`src/rtl/p2fl_pkg.sv`:
```
// ----------------------------------------------------------------------------
// p2fl_pkg
// shared types, constants and helpers for the power-of-two free-list allocator
// ----------------------------------------------------------------------------
package p2fl_pkg;

    localparam int NUM_CLASSES   = 17;
    localparam int ADDR_BITS     = 20;

    // fixed field widths
    localparam int CMD_BITS      = 1;
    localparam int COUNT_BITS    = 17;
    localparam int FADDR_BITS    = 20;
    localparam int SCLASS_BITS   = 5;
    localparam int STATUS_BITS   = 2;

    // link: valid bit above the address
    localparam int LINK_BITS     = ADDR_BITS + 1;
    // a first word holds either a link or a count
    localparam int WORD_BITS     = (LINK_BITS > COUNT_BITS) ? LINK_BITS : COUNT_BITS;
    localparam int CLS_BITS      = $clog2(WORD_BITS + 1);
    localparam int HEAD_IDX_BITS = (NUM_CLASSES > 1) ? $clog2(NUM_CLASSES) : 1;
    // block size 3*2^c+1 for c below NUM_CLASSES
    localparam int SIZE_BITS     = NUM_CLASSES + 2;
    localparam int SUM_BITS      = ((SIZE_BITS > LINK_BITS) ? SIZE_BITS : LINK_BITS) + 1;

    localparam logic [CMD_BITS-1:0] CMD_ALLOC = 1'b0;
    localparam logic [CMD_BITS-1:0] CMD_FREE  = 1'b1;

    typedef enum logic [STATUS_BITS-1:0] {
        STATUS_OK        = 2'd0,
        STATUS_EXHAUSTED = 2'd1,
        STATUS_TOO_LARGE = 2'd2
    } status_t;

    typedef enum logic [1:0] {
        ST_IDLE,
        ST_LOOK,
        ST_WB
    } state_t;

    typedef struct packed {
        logic [CMD_BITS-1:0]   cmd;
        logic [COUNT_BITS-1:0] tri_count;
        logic [FADDR_BITS-1:0] free_addr;
    } req_t;

    typedef struct packed {
        logic [FADDR_BITS-1:0]  block_addr;
        logic [SCLASS_BITS-1:0] size_class;
        logic [STATUS_BITS-1:0] status;
    } rsp_t;

    typedef struct packed {
        logic                     en;
        logic [HEAD_IDX_BITS-1:0] idx;
        logic [WORD_BITS-1:0]     data;
    } head_wr_t;

    // ceil(log2(n)), zero for n of 0 or 1
    function automatic logic [CLS_BITS-1:0] ceil_log2(input logic [WORD_BITS-1:0] n);
        logic [WORD_BITS-1:0] m;
        logic [CLS_BITS-1:0]  r;
        m = n - WORD_BITS'(1);
        r = '0;
        for (int i = 0; i < WORD_BITS; i++)
        begin
            if (m[i])
            begin
                r = CLS_BITS'(i + 1);
            end
        end
        if (n <= WORD_BITS'(1))
        begin
            r = '0;
        end
        return r;
    endfunction

    function automatic logic class_too_large(input logic [CLS_BITS-1:0] cls);
        return 8'(cls) >= 8'(NUM_CLASSES);
    endfunction

    function automatic logic [HEAD_IDX_BITS-1:0] class_idx(input logic [CLS_BITS-1:0] cls);
        logic [7:0] t;
        t = 8'(cls);
        return t[HEAD_IDX_BITS-1:0];
    endfunction

    function automatic logic [FADDR_BITS-1:0] to_field_addr(input logic [ADDR_BITS-1:0] a);
        logic [63:0] w;
        w = 64'(a);
        return w[FADDR_BITS-1:0];
    endfunction

    function automatic logic [ADDR_BITS-1:0] from_field_addr(input logic [FADDR_BITS-1:0] f);
        logic [63:0] w;
        w = 64'(f);
        return w[ADDR_BITS-1:0];
    endfunction

endpackage

```
`src/rtl/p2fl_head_file.sv`:
```
// ----------------------------------------------------------------------------
// p2fl_head_file
// per-class free-list heads, cleared to the null link on reset
// ----------------------------------------------------------------------------
module p2fl_head_file
    import p2fl_pkg::*;
(
    input  logic                     clk,
    input  logic                     rst_n,
    input  head_wr_t                 wr,
    input  logic [HEAD_IDX_BITS-1:0] rd_idx,
    output logic [WORD_BITS-1:0]     rd_data
);

    logic [WORD_BITS-1:0] heads_reg [NUM_CLASSES];

    always_ff @(posedge clk or negedge rst_n)
    begin
        if (!rst_n)
        begin
            for (int i = 0; i < NUM_CLASSES; i++)
            begin
                heads_reg[i] <= '0;
            end
        end
        else if (wr.en)
        begin
            heads_reg[wr.idx] <= wr.data;
        end
    end

    // out-of-range index reads as null
    always_comb
    begin
        rd_data = '0;
        if (32'(rd_idx) < NUM_CLASSES)
        begin
            rd_data = heads_reg[rd_idx];
        end
    end

endmodule

```
`config.mk`:
```
export PLATFORM = sky130hd
export DESIGN_NAME = p2fl_head_file
export DESIGN_NICKNAME = d
export VERILOG_FILES = /design/src/rtl/p2fl_pkg.sv /design/src/rtl/p2fl_head_file.sv
export SDC_FILE = /design/constraint.sdc
export NUM_CORES = 1
export LEC_CHECK = 0
export BUFFER_PORTS_ARGS = -buffer_cell sky130_fd_sc_hd__buf_2
export CORE_AREA = 5 5 178 180
export DETAILED_ROUTE_END_ITERATION = 7
export DIE_AREA = 0 0 183 185
export PLACE_DENSITY = 0.72
export SETUP_SLACK_MARGIN = 0.05
export SKIP_CTS_REPAIR_TIMING = 1
export SLEW_MARGIN = 20
export SYNTH_ARGS = -nofsm -noshare
export SYNTH_HDL_FRONTEND = slang
export SYNTH_SLANG_ARGS = --single-unit
```
`constraint.sdc`:
```
create_clock -name clk -period 5.2 [get_ports clk]
set_clock_uncertainty 0.15 [all_clocks]
set_input_delay 1.04 -clock clk [delete_from_list [all_inputs] [get_ports clk]]
set_output_delay 1.04 -clock clk [all_outputs]
set_load 0.05 [all_outputs]
```
# Yosys cells after proc, flatten, opt, wreduce, memory -nomap -nowiden
# Index checks and enable logic that the tools add are counted.
[word_totals]
inputBits = 34
register_bits = 357
wordCells = 31
out_inout_bits = 21
[classes]
n_lt_le_gt_ge = 4
mux = 7
reduce_logical = 1
n_bitwise = 2
[op_table]
columns = ["operator", "count"]
rows = [
  ["$bwmux W357", 1],
  ["$bmux W21 S5", 1],
  ["$demux W21 S5", 1],
  ["$mux W21", 4],
  ["$ge A6 B6 Y1 const B", 2],
  ["$not A5 Y6", 2],
  ["$lt A6 B1 Y1 const B", 1],
  ["$lt A5 B5 Y1 const B", 1],
  ["$logic_and A1 B1 Y1", 1],
]

# Longest topological paths before layout
[logic_depth]
ltp_word = 6
ltp_mapped = 6
ltp_nobuf = 4

# Least setup slack after synthesis
# Ideal clock, no wire load.
[synth_timing]
path_type = "in2out"
start = "input port rd_idx[1]"
end = "output port rd_data[10]"
path_stages = 6
required_ns = 4.010
arrival_time_ns = 2.528
slack_ns = 1.482
path_cell_list = "buf_2 clkbuf_1 mux4_2 mux2i_1 nor2_1 a221o_1"
[synth_between]
elab_chain_len = 5
elab_cells_between_ends = 6
cone_classes = "order compare: 1; mux: 4; bitwise: 1"
[synth_lines]
columns = ["item", "line", "rtl"]
rows = [
  ["start, declared", "p2fl_head_file.sv:11", "input logic [HEAD_IDX_BITS-1:0] rd_idx,"],
  ["$not A5 Y6 (not written as such)", "p2fl_head_file.sv:38", "rd_data = heads_reg[rd_idx];"],
  ["$bmux W21 S5", "p2fl_head_file.sv:38", ""],
  ["$mux W21 (not written as such) (2 in series)", "p2fl_head_file.sv:38", ""],
  ["$mux W21 (*)", "p2fl_head_file.sv:36", "if (32'(rd_idx) < NUM_CLASSES)"],
  ["end, declared", "p2fl_head_file.sv:12", "output logic [WORD_BITS-1:0] rd_data"],
]
# Mark *: on every way between the ends. The rest lies on a longest branch, timed or not. The select of a mux whose other input is x is not followed.

# Worst setup path after layout
[layout_timing]
start = "input port rd_idx[0]"
end = "output port rd_data[15]"
# Same word-level chain as after synthesis.

==> key figures <==
Floorplanning
  • Core Box Area: ~0.03 mm2
  • Die H: about 190 um
  • DIE WIDTH: around 180 um
  • # IOs: 55
  • Row cnt: 64
  • Initial Util: a little over half
  • Die ar.: ~0.034 mm2

Yosys
  • Syn_area_per_cell: around 15 um2
  • Syn Inst Count: ~1100
  • Library cells used by synthesis: 27
  • Register area share after synthesis: 55.0%
  • Cell accounting for the most synthesized area: dfrtp_1
  • Yosys top cell area share: 55.0%
  • Post-synth top cells: dfrtp_1 (357), mux2_2 (347), mux2i_1 (105), clkbuf_1 (45), mux4_2 (42)
  • Syn nets: 1105
  • Synth Cell Area: between 0.015 and 0.02 mm2
  • Post-synth top flop: dfrtp_1
  • YS warnings: 0
  • EDFF count, synth: 0
  • Post-synth ARST share: between 90% and 100%
  • Synth top area cells: dfrtp_1 (55%), mux2_2 (24%), mux2i_1 (6.5%)
  • #FFs+latches synth: between 300 and 400
  • Most common cell in the netlist: dfrtp_1

Cells and area
  • Register area: roughly 0.0089 mm2
  • Multi-input logic area: around 0.007 mm2
  • Finished Layout Cells: approximately 1500
  • Layout cells sized above 1: roughly half
  • Max reg flops: 357
  • Fillers: 2263
  • Layout area overhead: 12.3%
  • Final nets: between 1000 and 1500

Pwr
  • Pwr dens: just over 400 mW/mm2
  • Leak: ~8.5 nW
  • Max VDD drop: 0.184 mV

Global routing
  • Vias in the first global route: around 9900
  • GRT Util Overall: between 20 and 25%
  • Initial antenna violation count: 4
  • Pin count of the biggest net entering global routing: 104
  • Remaining global-route overflow: 0
  • Global-route wire length before repair: ~60000 um

Worst setup path
  • Nature of the critical path endpoint: output pin
  • Worst path required time: between 4000 and 5000 ps
  • Critical path fanouts, max: 28
  • CP Buf/Inv Count: 4
  • Crit-path cells: buf_6 > buf_12 > buf_12 > mux4_2 > mux2i_1 > nor2_1 > a221o_1 > buf_2
  • Worst path most repeated cell: buf_12
  • Critical path launch point type: primary input
  • R2R Setup Slk: approximately 4300 ps
  • Delay-heaviest family, CP: buffers and inverters
  • Worst path slowest cell: mux4_2
  • Slowest Stage Delay on Critical Path: around 500 ps
  • Worst setup path class: primary input to output pin
  • Critical Path AT: around 3200 ps

Hold path
  • Worst hold path class: register to register

Clocking
  • CTS tree: done
  • Clock Sinks: 357
  • Clk slew on worst S/H paths: around 60 ps
  • Latest clock arrival within the worst-skew pair: about 510 ps
  • H-tree depth: 2
  • Max Root-Sink Buffers: 3
  • TritonCTS Buffers: 37
  • CTS root buf: clkbuf_16

Timing
  • Fmax: between 200 and 250 MHz
  • Relative slew slack: roughly 23%
  • Setup TNS: 0 ps
  • RSZ-0062 raised after global routing: no
  • Worst Tran Pin Value: roughly 1200 ps
  • Final min period: roughly 4400 ps
  • Hold slack: 338 ps
  • Max-slew violations: 0
  • Final Cycle Share: ~85%
  • Final Setup Violations: 0
  • Final hold viol count: 0
  • Final WS setup: about 780 ps

Place
  • I/O Buffers: 54
  • Global placement routability congestion: between 0.7 and 0.8
  • Cells after DPL: ~1500
  • Worst slack, placed: 807 ps
  • Detailed placement HPWL: roughly 24000 um

Run status
  • Status: complete, no violations

Routing
  • Routed wire per std cell: around 25 um
  • Post-route ant nets: 0
  • Vias per inst: 6.17
  • Starting DRT DRC Count: a little under 700
  • Via Count: approximately 9500
  • DRC violations left: 0
  • Post-Route WL: 38300 um
  • First drt pass iteration count: 5

Flow run
  • Max_cap viols: 0
## through the flow
| step | utilization [%] | area [um2] | power [mW] |
|---|---|---|---|
| floorplan | - | 16200 | 4.49 |
| global placement | 56.6 | 17000 | 4.81 |
| detailed placement | 56.6 | 17000 | 4.86 |
| CTS | 60.8 | 18300 | 7.60 |
| global route | 60.8 | 18300 | 7.87 |
| finish | 60.8 | 18300 | 7.54 |
## power by group
group | leakage [nW] | internal (mW) | switching, mW
Combinational | 3.34 | 0.683 | 0.553
Clock | 0.617 | 1.66 | 1.06
Sequential | 4.56 | 3.32 | 0.262
Total | 8.52 | 5.66 | 1.88
## per-layer routing
metal / track usage, % / vias up / wire [um]
met5: 0 / - / 21
met4: 4.89 / 4 / 681
met3: 3.89 / 55 / 2030
met2: 35.8 / 243 / 17700
met1: 34.9 / 5088 / 17900
li1: - / 4076 / -
## path summary, 6_finish.rpt
path | start | endpoint | depth (start not counted)
max | rd_idx[0] | rd_data[15] | 8
min | heads_reg[127] | heads_reg[127] | 1
max reg2reg | heads_reg[134] | heads_reg[134] | 1
min reg2reg | heads_reg[127] | heads_reg[127] | 1
max in group asynchronous | rst_n | heads_reg[120] | 2
min in group asynchronous | rst_n | heads_reg[296] | 1
## cell families after synthesis
group | share of synthesized area (%)
buf+inv | 2.77
simple gates | 1.66
compound gates | 3.56
flops | 55.0
mux | 37.0
## cells in the final DEF (no fill, tap or decap), drive strengths merged, types with 2 or more instances in the layout
| master | n |
|---|---|
| dfrtp | 357 |
| nor4 | 2 |
| a221oi | 21 |
| a221o | 21 |
| bufinv | 3 |
| mux2i | 105 |
| nor3b | 3 |
| nor2 | 25 |
| nor3 | 2 |
| mux2 | 357 |
| nand2 | 11 |
| clkbuf | 57 |
| nor2b | 5 |
| mux4 | 42 |
| a22o | 21 |
| clkinv | 2 |
| buf | 93 |
## final cells by class
| class | count | area share (%) |
|---|---|---|
| antenna | 1 | 0.0137 |
| multi-input combinational | 623 | 37.8 |
| tap | 396 | 2.71 |
| sequential | 357 | 48.9 |
| timing repair buffer | 93 | 3.59 |
| clock buffer | 57 | 6.27 |
| clock inverter | 7 | 0.638 |
Power figures use the tool's default switching activity.
